===== src/ale_pkg.sv =====
`default_nettype none

package ale_pkg;

  // list store geometry
  localparam int DEPTH  = 256;
  localparam int AW     = $clog2(DEPTH);
  localparam int CW     = AW + 1;
  // compare width: wide enough for any count and any non-negative position
  localparam int CMPW   = (CW > 10) ? CW : 10;

  // command queue between front and back
  localparam int QDEPTH = 2;
  localparam int QAW    = $clog2(QDEPTH);

  localparam logic [8:0] CAP_RESET = 9'd256;
  localparam logic [8:0] NO_INDEX  = 9'h1FF;

  // internal operation classes
  localparam logic [2:0] OP_LOCATE     = 3'd0;
  localparam logic [2:0] OP_INS_BEFORE = 3'd1;
  localparam logic [2:0] OP_INS_AFTER  = 3'd2;
  localparam logic [2:0] OP_DEL_AT     = 3'd3;
  localparam logic [2:0] OP_DEL_ALL    = 3'd4;
  localparam logic [2:0] OP_NOP        = 3'd5;

  // command codes on the input port
  localparam logic [2:0] CMD_LOCATE     = 3'd0;
  localparam logic [2:0] CMD_INS_BEFORE = 3'd1;
  localparam logic [2:0] CMD_INS_AFTER  = 3'd2;
  localparam logic [2:0] CMD_DEL_AT     = 3'd3;
  localparam logic [2:0] CMD_DEL_ALL    = 3'd4;

  // result status codes
  localparam logic [2:0] ST_OK       = 3'd0;
  localparam logic [2:0] ST_APPEND   = 3'd1;
  localparam logic [2:0] ST_FULL     = 3'd2;
  localparam logic [2:0] ST_ILLEGAL  = 3'd3;
  localparam logic [2:0] ST_EMPTY    = 3'd4;
  localparam logic [2:0] ST_NOTFOUND = 3'd5;

  // classified command word
  typedef struct packed {
    logic [2:0]      op;
    logic            neg;
    logic [CMPW-1:0] posx;
    logic [31:0]     value;
  } cmd_t;

endpackage

`default_nettype wire


===== src/ale_front.sv =====
`default_nettype none

module ale_front
  import ale_pkg::*;
(
  input  wire logic               clk,
  input  wire logic               rst_n,
  input  wire logic               in_push,
  input  wire logic [2:0]         in_command,
  input  wire logic signed [9:0]  in_position,
  input  wire logic signed [31:0] in_value,
  output logic                    in_full,
  output logic                    q_valid,
  output cmd_t                    q_head,
  input  wire logic               q_pop
);

  cmd_t           q_mem_r [QDEPTH];
  logic [QAW-1:0] wp_r, wp_nxt;
  logic [QAW-1:0] rp_r, rp_nxt;
  logic [QAW:0]   n_r, n_nxt;
  cmd_t           cls;
  logic           push_ok;
  logic           pop_ok;

  // classify the incoming word
  always_comb begin
    cls.neg   = in_position[9];
    cls.posx  = CMPW'(in_position[8:0]);
    cls.value = in_value;
    unique case (in_command)
      CMD_LOCATE:     cls.op = OP_LOCATE;
      CMD_INS_BEFORE: cls.op = OP_INS_BEFORE;
      CMD_INS_AFTER:  cls.op = OP_INS_AFTER;
      CMD_DEL_AT:     cls.op = OP_DEL_AT;
      CMD_DEL_ALL:    cls.op = OP_DEL_ALL;
      default:        cls.op = OP_NOP;
    endcase
  end

  assign in_full = (n_r == (QAW+1)'(QDEPTH));
  assign q_valid = (n_r != '0);
  assign q_head  = q_mem_r[rp_r];
  assign push_ok = in_push && !in_full;
  assign pop_ok  = q_pop && q_valid;

  // queue pointers
  always_comb begin
    wp_nxt = push_ok ? wp_r + 1'b1 : wp_r;
    rp_nxt = pop_ok  ? rp_r + 1'b1 : rp_r;
    n_nxt  = n_r;
    if (push_ok && !pop_ok) begin
      n_nxt = n_r + 1'b1;
    end else if (pop_ok && !push_ok) begin
      n_nxt = n_r - 1'b1;
    end
  end

  always_ff @(posedge clk) begin
    if (!rst_n) begin
      wp_r <= '0;
      rp_r <= '0;
      n_r  <= '0;
    end else begin
      wp_r <= wp_nxt;
      rp_r <= rp_nxt;
      n_r  <= n_nxt;
    end
  end

  // queue storage
  always_ff @(posedge clk) begin
    if (push_ok) begin
      q_mem_r[wp_r] <= cls;
    end
  end

endmodule

`default_nettype wire


===== config.mk =====
export PLATFORM = sky130hd
export DESIGN_NAME = ale_front
export DESIGN_NICKNAME = d
export VERILOG_FILES = /design/src/ale_pkg.sv /design/src/ale_front.sv
export SDC_FILE = /design/constraint.sdc
export NUM_CORES = 1
export LEC_CHECK = 0
export ABC_AREA = 0
export BUFFER_PORTS_ARGS = -buffer_cell sky130_fd_sc_hd__clkbuf_2
export CAP_MARGIN = 0
export CORE_ASPECT_RATIO = 1.4
export CORE_MARGIN = 4
export CORE_UTILIZATION = 38
export DETAILED_ROUTE_END_ITERATION = 12
export GPL_ROUTABILITY_DRIVEN = 1
export PLACE_DENSITY = 0.62
export SKIP_CTS_REPAIR_TIMING = 1
export SYNTH_ARGS = -nofsm -noshare
export SYNTH_HDL_FRONTEND = slang
export SYNTH_SLANG_ARGS = --single-unit

===== constraint.sdc =====
create_clock -name clk -period 3.09 [get_ports clk]
set_input_delay 0.309 -clock clk [delete_from_list [all_inputs] [get_ports clk]]
set_output_delay 0.309 -clock clk [all_outputs]
set_load 0.05 [all_outputs]

-- Word-level counts from Yosys, hierarchy flattened
Memory sizes are Yosys's and may differ from the RTL's. A register that Yosys moved wholly into a read port is not among the register bits.
Cells that the tools add are included.
- equality and inequality tests: 5
- mux-type cells: 7
- reductions and logical operators: 10
- $add $sub $neg: 4
- operator list (operator ; number):
    case mux 3 bit (5 select lines) ; 1
    equality test 3 x 2 -> 1 bit, second input constant ; 2
    logical AND 1 bit ; 4
    2-to-1 mux 1 bit ; 4
    2-to-1 mux 2 bit ; 2
    nonzero test 2 bit ; 2
    equality test 3 x 1 -> 1 bit, second input constant ; 1
    equality test 3 bit, second input constant ; 1
    logical NOT 1 bit ; 3
    logical NOT 3 bit ; 1
    adder 1 bit, second input constant ; 2
    adder 2 x 1 -> 2 bit, second input constant ; 1
    equality test 2 bit, second input constant ; 1
    subtractor 2 x 1 -> 2 bit, second input constant ; 1
- RAM bits: 90
- register bits: 4
- logic and storage cells: 30
- memories: 1
- memories (name ; words ; bits a word ; read ports ; clocked after Yosys merged registers in ; wr ports ; line ; source):
    q_mem_r ; 2 ; 45 ; 1 ; 1 ; 1 ; ale_front.sv:18 ; cmd_t q_mem_r [QDEPTH];

-- Depth between registers and ports, before layout
Gate-level depths: netlist of the first run.
- word-level depth: 7
- gate-level depth with buffers: 7
- gate-level depth less buffers: 7

-- Least setup slack after synthesis of the first run
No wires, ideal clock.
- kind: reg-to-reg
- start point: register n_r[0]
- end point: memory q_mem_r[0][0] (netlist name) (enable)
- arrival time: 2.479 ns
- cell stages (with the launch flop): 4
- setup time: 0.441 ns
- data required time: 2.649 ns
- slack: 0.170 ns
- cells stage by stage: dfxtp_1 > nand2b_1 > inv_2 > nor3_2
- word-level cells in the longest chain between the ends: 5
- RTL lines (what ; line ; source):
    from (decl) ; ale_front.sv:21 ; logic [QAW:0] n_r, n_nxt;
    from (signal assigned) ; ale_front.sv:67 ; n_r <= n_nxt;
    equality test 2 bit ; ale_front.sv:41 ; assign in_full = (n_r == (QAW+1)'(QDEPTH));
    net in_full ; ale_front.sv:12 ; output logic in_full,
    logical NOT 1 bit ; ale_front.sv:44 ; assign push_ok = in_push && !in_full;
    logical AND 1 bit ; ale_front.sv:44 ;
    2-to-1 mux 1 bit ; ale_front.sv:73 ; if (push_ok) begin
    2-to-1 mux 1 bit (implied by the code) ; ale_front.sv:74 ; q_mem_r[wp_r] <= cls;
    to (decl) ; ale_front.sv:18 ;
The timed path passes the listed nets, and every way through them passes these cells.

==> run_results.csv, run 1 <==
group,metric,value,unit
global_routing,antenna_found_initial,0,
detailed_routing,drt_first_iter_violations,90,
setup_path,path_delay_family,"flip-flops",
synth,syn_nets,220,
sta,layout_min_cycle_time,2.217,ns
floorplanning,die-area,10860,sq um
sta,grt_setup_unrepaired,"no",
power_and_ir_drop,ir_drop,471.3,uV
floorplanning,coreArea,9029,sq um
floorplanning,row_count,41,
setup_path,critical-path-max-stage-delay,0.62,ns
clock_network,clock_sinks,95,
synth,ys_warn_count,0,
setup_path,crit_fanout,20,
setup_path,critical_path_class,"flop to output port",
floorplanning,dieHeight,121.7,um
hold_path,min_from,"in_value[13]",
final_layout,syn_to_final_growth,25.24,%
setup_path,setup.worst_path.end_class,"output port",
clock_network,clk_path_buf_depth,2,
global_routing,grt_pass1_wl,9.363,mm
sta,hold_violations,0,
global_routing,grt_overflow,0,
sta,fin_crit_sh,71.76,%
detailed_routing,vias,1819,
clock_network,cts.clk_slew.worst_paths,0.06,ns
sta,fin_setup_tns,0,ns
sta,fmax,451.0,MHz
final_layout,diodes,0,
floorplanning,initial_core_util,38.87,%
final_layout,drive_above_1_share,59.14,%
synth,yosysSeqAreaShare,79.86,%
clock_network,h-tree-depth,3,
floorplanning,die-width,89.22,um
final_layout,final_cell_count_no_fill,386,
setup_path,worst-endpoint-arrival,1.91,ns
detailed_routing,avgRoutedWirePerCell,16.16,um
place,dp.cells,370,
power_and_ir_drop,total_power,4206,uW
sta,fin_skew,0.004790,ns
synth,ys_ff_latch,95,
flow_run,cap_violations,0,
detailed_routing,drt_wl_total,6.237,mm
setup_path,path_cells,"buf_4 -> mux2_2 -> clkbuf_2",
clock_network,clock_latency,0.33,ns
setup_path,crit_slowest_cell,"dfxtp_2",
clock_network,numCtsBuffers,9,
power_and_ir_drop,power_leakage,0.001675,uW
detailed_routing,vias_per_cell,4.712,
clock_network,cts_tree,"built",
final_layout,nets,324,
sta,worst_slack,0.8725,ns
sta,finalSetupViolations,0,
place,portBuffers,95,
synth,syn_inst,170,
hold_path,hp-class,"input pin to flop",
setup_path,cp-start-kind,"flop",
detailed_routing,drc,0,
setup_path,r2r-start,"n_r[0]",
place,dp_hpwl,4.339,mm
synth,synth_cell_types,26,
global_routing,grt_pass1_vias,1881,
synth,syn-cell-area,3510,sq um
sta,whs,0.1634,ns
clock_network,clk_root_buffer_cell,"clkbuf_16",
setup_path,crit_required,2.78,ns
sta,maxSlewViolCount,0,
detailed_routing,ant_nets,0,
setup_path,path_buf_inv,2,
place,gp_congestion,0.6711,
global_routing,grt_max_degree,32,
run_status,status,"finished, final reports clean",
detailed_routing,firstDrtPassIters,4,
floorplanning,num_io_pins,97,
synth,syn-mean-instance-area,20.64,sq um
setup_path,rrSetupSlack,1.21,ns
power_and_ir_drop,power_density,956.9,nW/um^2
global_routing,grtUsageTotal,12.14,%
place,pre_cts_ws,1.163,ns
[cells in the final DEF, fill, tap and decap left out, types with 2 or more instances in the layout]
master,count
xnor2_1,2
buf_4,5
clkinvlp_4,2
mux2_2,45
edfxtp_1,90
dfxtp_1,4
clkinv_2,2
clkbuf_16,9
clkbuf_2,95
and2_1,3
[flip-flops by register name, indices dropped and copies added, names as in the netlist, named ones only]
register  flops
wp_r          1
n_r           2
q_mem_r      90
rp_r          1
[power by group]
group          total, uW  switching (uW)  internal, uW
Combinational       1500            1080           427
Sequential          1700            82.3          1620
Clock               1000             436           565
[cell families after synthesis]
family | after synthesis | synth area share (%)
flops | 95 | 79.86
mux | 45 | 14.44
simple gates | 10 | 1.819
buf+inv | 9 | 1.533
compound gates | 6 | 1.141
xor+xnor | 3 | 0.7488
fa+ha+maj | 1 | 0.3564
other cells | 1 | 0.1068
[through the flow]
stage,area [sq um],util (%)
6_report,4395,48.68
5_1_grt,4395,48.68
4_1_cts,4395,48.68
3_5_place_dp,4119,45.62
3_3_place_gp,4119,45.62
2_1_floorplan,3510,-
[final timing paths]
kind                         end  cells after the start
setup / recovery      q_head[45]                      3
hold / removal    q_mem_r[1][13]                      1
setup reg to reg  q_mem_r[1][17]                      3
hold reg to reg           n_r[1]                      2
[routing by layer]
layer / part of all wire, % / vias up / wire length, um / track usage, %
li1: - / 864 / - / -
met1: 35 / 895 / 2213 / 12.37
met2: 57 / 50 / 3538 / 21.49
met3: 5.4 / 10 / 337 / 3.857
met4: 2.4 / 0 / 148 / 6.425
met5: 0 / - / 0 / 0
[cell usage after synthesis]
master | n | share of area, %
nor3_2 | 1 | 0.29
conb_1 | 1 | 0.11
a21o_1 | 1 | 0.21
or2_2 | 1 | 0.18
nand2b_1 | 1 | 0.18
inv_1 | 1 | 0.11
a21boi_0 | 1 | 0.21
o21ai_0 | 1 | 0.14
o21ai_1 | 1 | 0.14
nor2b_1 | 1 | 0.18
inv_2 | 1 | 0.11
or3_1 | 1 | 0.18
dfxtp_1 | 5 | 2.9
xor2_1 | 1 | 0.25
mux2_2 | 45 | 14
edfxtp_1 | 90 | 77
nor2_1 | 1 | 0.11
o21a_1 | 1 | 0.21
buf_4 | 5 | 1.1
xnor2_1 | 2 | 0.50
clkbuf_1 | 1 | 0.11
a21boi_1 | 1 | 0.21
ha_1 | 1 | 0.36
buf_2 | 1 | 0.14
and3_1 | 1 | 0.18
and2_1 | 3 | 0.53
[layout make-up]
type	instances	area, sq um
fill	784	4633
sequential	95	2804
multi-input combinational	66	660.6
timing repair buffer	100	513.0
clock buffer	11	242.7
tap	107	133.9
clock inverter	5	33.78
inverter	2	7.507
No activity file was read; power rests on OpenSTA's default activity.
==> run 2: changes to the inputs <==
==> constraint.sdc (replaced) <==
create_clock -name clk -period 2.1 [get_ports clk]
set_input_delay 0.21 -clock clk [delete_from_list [all_inputs] [get_ports clk]]
set_output_delay 0.21 -clock clk [all_outputs]
set_load 0.05 [all_outputs]
==> run 2 against run 1 <==
  * Utilization up 0.28 points
  * Sequential share of layout area shrank 0.33 points
  * Non-clock buffer count rose by 1
  * Die area unchanged
  * Power rose by 49%
  * Flip-flop and latch count did not move
  * Via count is 0.22% lower
  * Critical path type unchanged
  * Highest routed layer unchanged
==> run_results.csv, run 2 (same netlist as run 1, synthesis figures left out) <==
group,metric,value,unit
global_routing,grt_max_degree,28,
hold_path,hp-class,"input pin to flop",
final_layout,largest-register,"q_mem_r",
clock_network,h-tree-depth,3,
final_layout,drive_above_1_share,59.50,%
floorplanning,dieHeight,121.7,um
detailed_routing,drc,0,
detailed_routing,vias_per_cell,4.702,
final_layout,syn_to_final_growth,25.95,%
place,dp_hpwl,4.099,mm
sta,fin_crit_sh,87.77,%
floorplanning,coreArea,9029,sq um
clock_network,clock_latency,0.33,ns
sta,fin_skew,0.003842,ns
setup_path,cp-start-kind,"flop",
final_layout,diodes,0,
global_routing,antenna_found_initial,0,
place,portBuffers,95,
setup_path,setup.worst_path.end_class,"output port",
floorplanning,die-width,89.22,um
detailed_routing,drt_wl_total,6.156,mm
power_and_ir_drop,power_leakage,0.001686,uW
floorplanning,num_io_pins,97,
final_layout,layout_common_cells,"95 x clkbuf_2, 90 x edfxtp_1, 45 x mux2_2",
global_routing,grt_pass1_wl,9.384,mm
clock_network,clk_root_buffer_cell,"clkbuf_16",
clock_network,clock_sinks,95,
detailed_routing,avgRoutedWirePerCell,15.95,um
flow_run,cap_violations,0,
global_routing,grt_overflow,0,
power_and_ir_drop,power_density,1417,nW/um^2
clock_network,clk_path_buf_depth,2,
global_routing,grtUsageTotal,12.10,%
sta,whs,0.06161,ns
final_layout,nets,325,
detailed_routing,vias,1815,
power_and_ir_drop,total_power,6262,uW
final_layout,largest_reg_flops,90,
clock_network,cts_tree,"built",
sta,grt_setup_unrepaired,"no",
final_layout,largest_registers,"q_mem_r: 90 flops, n_r: 2 flops",
detailed_routing,firstDrtPassIters,3,
sta,worst_slack,0.2569,ns
run_status,status,"finished, final reports clean",
sta,maxSlewViolCount,0,
detailed_routing,drt_first_iter_violations,41,
place,gp_congestion,0.6875,
final_layout,layout_commonest_cell,"clkbuf_2",
place,dpl-instance-area,4140,sq um
final_layout,stdcell_area,4420,sq um
setup_path,worst-endpoint-arrival,1.63,ns
power_and_ir_drop,ir_drop,693.6,uV
sta,layout_min_cycle_time,1.843,ns
floorplanning,die-area,10860,sq um
clock_network,cts.clk_slew.worst_paths,0.06,ns
floorplanning,initial_core_util,38.87,%
sta,finalSetupViolations,0,
setup_path,crit_fanout,27,
sta,fmax,542.6,MHz
setup_path,critical_path_class,"flop to output port",
place,pre_cts_ws,0.5828,ns
setup_path,crit_required,1.89,ns
final_layout,nFillCells,774,
floorplanning,row_count,41,
global_routing,grt_pass1_vias,1946,
sta,hold_violations,0,
clock_network,numCtsBuffers,9,
detailed_routing,ant_nets,0,
## run 2: path summary, 6_finish.rpt
kind / slack, ns / to / cells after the start / startpoint
max reg2reg: 0.60 / n_r[1] / 6 / n_r[1]
max: 0.26 / q_head[3] / 3 / flop
min: 0.06 / q_mem_r[0][38] / 1 / in_position[6]
min reg2reg: 0.56 / n_r[1] / 2 / n_r[1]
## run 2: metal layers
metal	vias to the layer above	routed length (um)	track usage (%)	part of all wire [%]
met3	13	387	3.180	6.3
met5	-	0	0	0
met4	0	183	8.380	3.0
met2	55	3325	21.03	54
li1	868	-	-	-
met1	879	2259	12.20	37
## run 2: critical path: stages (launching register included)
cell	delay [ns]
dfxtp_2	0.32
buf_4	0.32
mux2_2	0.39
clkbuf_2	0.24
## run 2: cell type report
type / instances / area, sq um / area share, %
timing repair buffer: 101 / 520.5 / 11.77
clock inverter: 4 / 47.55 / 1.076
inverter: 2 / 12.51 / 0.2830
clock buffer: 11 / 232.7 / 5.265
multi-input combinational: 66 / 668.1 / 15.11
sequential: 95 / 2805 / 63.46
tap: 107 / 133.9 / 3.029
## run 2: stage by stage
stage	setup TNS [ns]	util [%]	std cells
floorplan	-1.630	-	170
global placement	0	45.86	371
detailed placement	0	45.86	371
CTS	0	48.96	386
global route	0	48.96	386
finish	0	48.96	386
## run 2: report_power, final
part | switching, uW | internal (uW) | leakage (uW)
combinational | 1630 | 645 | 0.000668
clock | 614 | 911 | 0.000135
sequential | 75.9 | 2390 | 0.000882
